### src/hdl/sstd_pkg.sv
// Package with the payload, command and status types of the slit-scan time displacement block.
`timescale 1ns / 1ps

package sstd_pkg;

  localparam int CFG_IDX_W  = 3;
  localparam int CFG_DATA_W = 7;

  localparam logic [CFG_IDX_W-1:0] CFG_NUM_BANDS      = 3'd0;
  localparam logic [CFG_IDX_W-1:0] CFG_VERTICAL_BANDS = 3'd1;
  localparam logic [CFG_IDX_W-1:0] CFG_REVERSE_ORDER  = 3'd2;
  localparam logic [CFG_IDX_W-1:0] CFG_SYMMETRIC_FOLD = 3'd3;
  localparam logic [CFG_IDX_W-1:0] CFG_FRAME_WIDTH    = 3'd4;
  localparam logic [CFG_IDX_W-1:0] CFG_FRAME_HEIGHT   = 3'd5;

  localparam logic [3:0] NUM_BANDS_RESET    = 4'd14;
  localparam logic [6:0] FRAME_WIDTH_RESET  = 7'd64;
  localparam logic [6:0] FRAME_HEIGHT_RESET = 7'd64;

  typedef struct packed {
    logic [7:0] red_in;
    logic [7:0] green_in;
    logic [7:0] blue_in;
    logic       frame_start;
  } sstd_in_t;

  typedef struct packed {
    logic [7:0] red_out;
    logic [7:0] green_out;
    logic [7:0] blue_out;
  } sstd_out_t;

  typedef struct packed {
    logic load;
    logic prep;
    logic div_step;
    logic calc_slot;
    logic mem_read;
    logic out_load;
  } sstd_cmd_t;

  typedef struct packed {
    logic has_result;
    logic div_done;
  } sstd_stat_t;

endpackage

### src/hdl/sstd_ctrl.sv
// Controller state machine that sequences each beat through store, band division and read.
`timescale 1ns / 1ps

module sstd_ctrl (
  input  logic                 clk,
  input  logic                 rst_n,
  input  logic                 in_valid,
  output logic                 in_ready,
  output logic                 out_valid,
  input  logic                 out_ready,
  input  sstd_pkg::sstd_stat_t stat,
  output sstd_pkg::sstd_cmd_t  cmd
);

  typedef enum logic [5:0] {
    S_IDLE = 6'b000001,
    S_PREP = 6'b000010,
    S_DIV  = 6'b000100,
    S_SLOT = 6'b001000,
    S_READ = 6'b010000,
    S_OUT  = 6'b100000
  } state_t;

  state_t state_r, state_nxt;
  logic   out_valid_r, out_valid_nxt;
  logic   out_free;

  assign out_free  = !out_valid_r || out_ready;
  assign in_ready  = (state_r == S_IDLE);
  assign out_valid = out_valid_r;

  always_comb begin
    state_nxt = state_r;
    cmd       = '0;
    case (state_r)
      S_IDLE: begin
        if (in_valid) begin
          cmd.load  = 1'b1;
          state_nxt = S_PREP;
        end
      end
      S_PREP: begin
        cmd.prep  = 1'b1;
        state_nxt = stat.has_result ? S_DIV : S_IDLE;
      end
      S_DIV: begin
        cmd.div_step = 1'b1;
        if (stat.div_done) begin
          state_nxt = S_SLOT;
        end
      end
      S_SLOT: begin
        cmd.calc_slot = 1'b1;
        state_nxt     = S_READ;
      end
      S_READ: begin
        cmd.mem_read = 1'b1;
        state_nxt    = S_OUT;
      end
      S_OUT: begin
        if (out_free) begin
          cmd.out_load = 1'b1;
          state_nxt    = S_IDLE;
        end
      end
      default: begin
        state_nxt = S_IDLE;
      end
    endcase
  end

  always_comb begin
    if (cmd.out_load) begin
      out_valid_nxt = 1'b1;
    end else if (out_ready) begin
      out_valid_nxt = 1'b0;
    end else begin
      out_valid_nxt = out_valid_r;
    end
  end

  always_ff @(posedge clk) begin
    if (!rst_n) begin
      state_r     <= S_IDLE;
      out_valid_r <= 1'b0;
    end else begin
      state_r     <= state_nxt;
      out_valid_r <= out_valid_nxt;
    end
  end

  a_state_onehot: assert property (@(posedge clk) disable iff (!rst_n)
    $onehot(state_r))
    else $error("controller state is not one-hot");

  a_load_when_free: assert property (@(posedge clk) disable iff (!rst_n)
    cmd.out_load |-> (!out_valid_r || out_ready))
    else $error("result loaded over a beat that was not taken");

  a_accept_to_prep: assert property (@(posedge clk) disable iff (!rst_n)
    (in_valid && in_ready) |=> (state_r == S_PREP))
    else $error("accepted beat did not enter the store step");

  a_div_to_slot: assert property (@(posedge clk) disable iff (!rst_n)
    (state_r == S_DIV && stat.div_done) |=> (state_r == S_SLOT))
    else $error("finished division did not move on to slot selection");

endmodule

### config.mk
export PLATFORM = sky130hd
export DESIGN_NAME = sstd_ctrl
export DESIGN_NICKNAME = d
export VERILOG_FILES = /design/src/hdl/sstd_pkg.sv /design/src/hdl/sstd_ctrl.sv
export SDC_FILE = /design/constraint.sdc
export NUM_CORES = 1
export LEC_CHECK = 0
export BUFFER_PORTS_ARGS = -buffer_cell sky130_fd_sc_hd__buf_2
export CORE_AREA = 2 2 39 41
export DETAILED_ROUTE_END_ITERATION = 12
export DIE_AREA = 0 0 41 43
export SETUP_SLACK_MARGIN = 0.15
export SLEW_MARGIN = 0
export SYNTH_ARGS = -nofsm -noshare
export SYNTH_HDL_FRONTEND = slang
export SYNTH_SLANG_ARGS = --single-unit
### constraint.sdc
create_clock -name clk -period 1.9 [get_ports clk]
set_input_delay 0.19 -clock clk [delete_from_list [all_inputs] [get_ports clk]]
set_output_delay 0.19 -clock clk [all_outputs]
set_load 0.1 [all_outputs]
## Word-level counts from Yosys, hierarchy flattened

Index checks and enable logic that the tools add are counted.

- Output and inout bits: 8
- Bits in read-only memories: 0
- Memories: 0
- Register bits after elaboration: 7
- Input port bits: 6
- RAM bits: 0
- Logic and storage cells: 30
- Latch bits: 0

- Divide/modulo/power cells: 0
- $add $sub $neg: 0
- Multiplexer cells: 15
- Equality and inequality tests: 9
- Shift-type cells: 0
- $mul: 0
- Bitwise gates (word level): 0
- Reduce and logical (&&, ||, !) cells: 4
- Magnitude comparators: 0

Operators by type and width:

| kind | number |
|---|---|
| 6-bit case mux with 6 select lines | 1 |
| 6-bit 2-to-1 mux | 3 |
| 1-bit 2-to-1 mux | 10 |
| 6-bit by 1-bit equality test with 1-bit output, second input constant | 1 |
| 6-bit by 2-bit equality test with 1-bit output, second input constant | 1 |
| 6-bit by 3-bit equality test with 1-bit output, second input constant | 1 |
| 6-bit by 4-bit equality test with 1-bit output, second input constant | 1 |
| 6-bit by 5-bit equality test with 1-bit output, second input constant | 1 |
| 6-bit equality test, second input constant | 1 |
| 2-bit != test, second input constant | 3 |
| 3-bit 2-to-1 mux | 1 |
| 3-bit AND reduction | 1 |
| 2-bit nonzero test | 1 |
| 1-bit zero test | 1 |
| 1-bit logical OR | 1 |

## Longest topological paths before layout

- Word-level depth: 5
- Gate-level depth with buffers: 5
- Depth with buffers taken out: 4

## Worst setup path before layout

No wires, ideal clock.

- Path kind: reg-to-reg
- Start: reg state_r[4]
- End: reg state_r[4]
- Library setup time: 0.072 ns
- Path buffers: 1
- Arrival: 3.582 ns
- Required time: 1.828 ns
- Stages on the path, launching flop included: 5
- Slack: -1.755 ns
- Clock period less this slack: 3.655 ns
- Path through: dfxtp_1 -> buf_6 -> or4_4 -> nor3b_1 -> and3_1

- Word-level cells in the longest chain between the ends: 3
- Elaborated cells between the ends (all ways): 11
- Classes of those cells: 9 x eq/ne; 1 x mux; 1 x reduce/logical

Ends and longest elaborated chain:

| what | line | RTL |
|---|---|---|
| start, declared | sstd_ctrl.sv:24 | `state_t state_r, state_nxt;` |
| start signal, assigned | sstd_ctrl.sv:87 | `state_r <= state_nxt;` |
| 6-bit equality test (tied with other cells) | sstd_ctrl.sv:35 | `case (state_r)` |
| 2-bit != test (no source line) | -- |  |
| 3-bit AND reduction (no source line) | -- |  |

Parallel ways exist; a longest one is shown, timed or not.
A chain may end at the register's enable or synchronous reset.

==> qor.txt <==
Status -> complete, but fails checks
Violations in the final reports -> setup timing
Worst Setup Slack, final -> -0.193 ns
Core outline area -> 1380 um2
Floorplan die area -> 1760 um2
Unrepaired setup endpoints after global routing -> yes
Count of pins on the block boundary -> 14
CP Max Fanout -> 2
Remaining Overflow, GRT -> 0
Width of the die -> 41 um
Number of buffers inserted by port buffering -> 13
CTS tree -> built
Placed instance area -> 694 um2
Starting density of the core -> 0.313
Antenna violations before repair -> 0
Number of cell rows -> 14
Arr. time, crit path -> 1.90 ns
Synth Instances -> 50
Pin count of the biggest net entering global routing -> 9
Worst slew slack as a fraction of its limit -> 0.677
Clock network latency to the later pin of the worst-skew pair -> 0.27 ns
Final weighted congestion in routability-driven placement -> 0.761
Most frequent cells in the layout -> sky130_fd_sc_hd__buf_4 (9), sky130_fd_sc_hd__buf_12 (7), sky130_fd_sc_hd__buf_2 (6), sky130_fd_sc_hd__nor2_1 (4)
IR Drop Worst-Case VDD -> 559 uV
# H-tree levels -> 1
Share of the clock period used by the worst path after layout -> 1.10
Shortest period the worst path allows -> 2.09 ns
Count of nets left with antenna violations after detail routing -> 0
Class of the most critical hold timing path -> input pin to register
Synthesis-stage register bit count -> 7
Post-synth EDFFs -> 0
Layout cell share with drive strength beyond 1 -> 0.579
Clock Skews -> 0.00550 ns
Data required time of the critical path -> 1.71 ns
Final TNS setup -> -0.624 ns
Vias per inst -> 5.09
Share of synthesized registers carrying an async set or reset -> 0
CTS Hold Bufs -> 0
Kind of end point of the critical path -> primary output
Per-instance average area after synthesis -> 8.66 um2
Clock-pin slew reported for the worst setup and hold paths after clock tree synthesis -> 0.05 ns
Mapped cell area -> 433 um2
Wirelength per Cell -> 12.8 um
Sinks on Clock Net -> 7
Worst slew pin tran -> 0.488 ns
Max-slew violations -> 0
Mapped Nets -> 56
DRC violation count after routing -> 0
Number of failing hold endpoints at the final stage -> 0
Maximum buffer depth of the clock tree -> 2
Overall global routing resource usage -> 0.166
Total leakage power -> 0.350 nW
Maximum frequency from static timing analysis -> 478 MHz
Dpl hpwl -> 794 um
Number of endpoints failing setup at the final stage -> 5
Inserted Clock Buffers -> 3
Final nets -> 83
Prevailing post-synth register cell -> sky130_fd_sc_hd__dfxtp_1
Iteration count of the initial detailed-routing pass -> 4
PD cells -> 858 nW/um2
Sum of internal, switching and leakage power -> 663 uW
Most common cell after layout, fill and taps aside -> sky130_fd_sc_hd__buf_4
Height of the die -> 43 um
Crit start category -> register
Netlist cell types -> 28
Via count -> 468
Portion of the post-synthesis area used by sequential elements -> 0.324
Violation count after the first detailed-routing iteration -> 8
Synth warnings -> 0
Via count of the first global-routing pass -> 457
Max_cap viols -> 0
Buffer cell driving the clock tree root -> sky130_fd_sc_hd__clkbuf_4
Number of antenna repair diodes -> 0
Global-route wire length before repair -> 1.89 mm
Post-layout instance area -> 772 um2
Worst setup path category -> register to primary output
Wire length after detailed routing -> 1.18 mm
Area Growth Syn to Fin -> 78.3%
-- routing by layer --
metal | routed length, um | track usage
met4 | 21 | 0.140
met1 | 524 | 0.190
met2 | 597 | 0.247
met3 | 37 | 0.0314
met5 | 0 | 0
-- sequential cells by signal, indices dropped and copies added (netlist names) --
| signal | flops |
|---|---|
| out_valid | 1 |
| state_r | 6 |
-- power by group --
| group | switching, mW | total (mW) | internal [mW] |
|---|---|---|---|
| clock network | 0.0656 | 0.146 | 0.0808 |
| logic | 0.186 | 0.346 | 0.161 |
| registers | 0.0102 | 0.170 | 0.160 |
| total | 0.261 | 0.663 | 0.401 |
-- cell families after synthesis --
group	share of synthesized area
AOI/OAI and AO/OA	0.185
xor gates and xnor gates	0.0202
buffers and inverters	0.0694
DFF	0.324
and+or+nand+nor	0.402
-- stage by stage --
step | std cells | hold slack [ns] | setup WS, ns | util
after floorplan | 50 | 0.318 | -0.331 | -
after global placement | 84 | 0.436 | 0.0567 | 0.502
after detailed placement | 84 | 0.436 | 0.0327 | 0.502
after CTS | 90 | 0.156 | -0.197 | 0.539
after global routing | 92 | 0.166 | -0.234 | 0.558
final | 92 | 0.168 | -0.193 | 0.558
-- critical path: stages, from the launching register on --
cell                         delay [ns]
sky130_fd_sc_hd__dfxtp_2           0.32
sky130_fd_sc_hd__or4b_4            0.53
sky130_fd_sc_hd__or3_4             0.40
sky130_fd_sc_hd__clkinvlp_4        0.08
sky130_fd_sc_hd__and2_4            0.14
sky130_fd_sc_hd__buf_12            0.16
-- final timing paths --
path / startpoint / end / slack [ns] / depth (start not counted)
max: state_r[1] / cmd[5] / -0.19 / 5
min: stat[0] / state_r[3] / 0.17 / 2
max reg2reg: state_r[1] / state_r[1] / 0 / 6
min reg2reg: out_valid / out_valid / 0.68 / 3
-- cell type report --
type,instances,area [um2]
fillers,124,612
multi-input cells,38,303
repair buffers,24,260
flip-flops and latches,7,148
clock buffers,4,26.3
well taps,16,20.0
inverters,3,15.0
-- cell usage after synthesis (2+ instances only) --
| master | count | area share |
|---|---|---|
| sky130_fd_sc_hd__nor2b_1 | 2 | 0.029 |
| sky130_fd_sc_hd__nor2_1 | 6 | 0.052 |
| sky130_fd_sc_hd__a31oi_1 | 2 | 0.029 |
| sky130_fd_sc_hd__o211ai_1 | 2 | 0.035 |
| sky130_fd_sc_hd__nand3_1 | 2 | 0.023 |
| sky130_fd_sc_hd__o21ai_0 | 2 | 0.023 |
| sky130_fd_sc_hd__inv_1 | 3 | 0.026 |
| sky130_fd_sc_hd__a21boi_0 | 2 | 0.035 |
| sky130_fd_sc_hd__dfxtp_1 | 7 | 0.32 |
| sky130_fd_sc_hd__and3_1 | 3 | 0.043 |
| sky130_fd_sc_hd__nor3b_1 | 2 | 0.035 |
-- repair_timing --
| action | 4_1_cts | 5_1_grt |
|---|---|---|
| gates resized for setup | 5 | 3 |
| endpoints found under the hold margin | 0 | 0 |
| pin swaps | 3 | 4 |
| endpoints found under the setup margin | 10 | 11 |
| setup buffers | 2 | 2 |
Note: power is estimated with default switching activity, not from simulation.
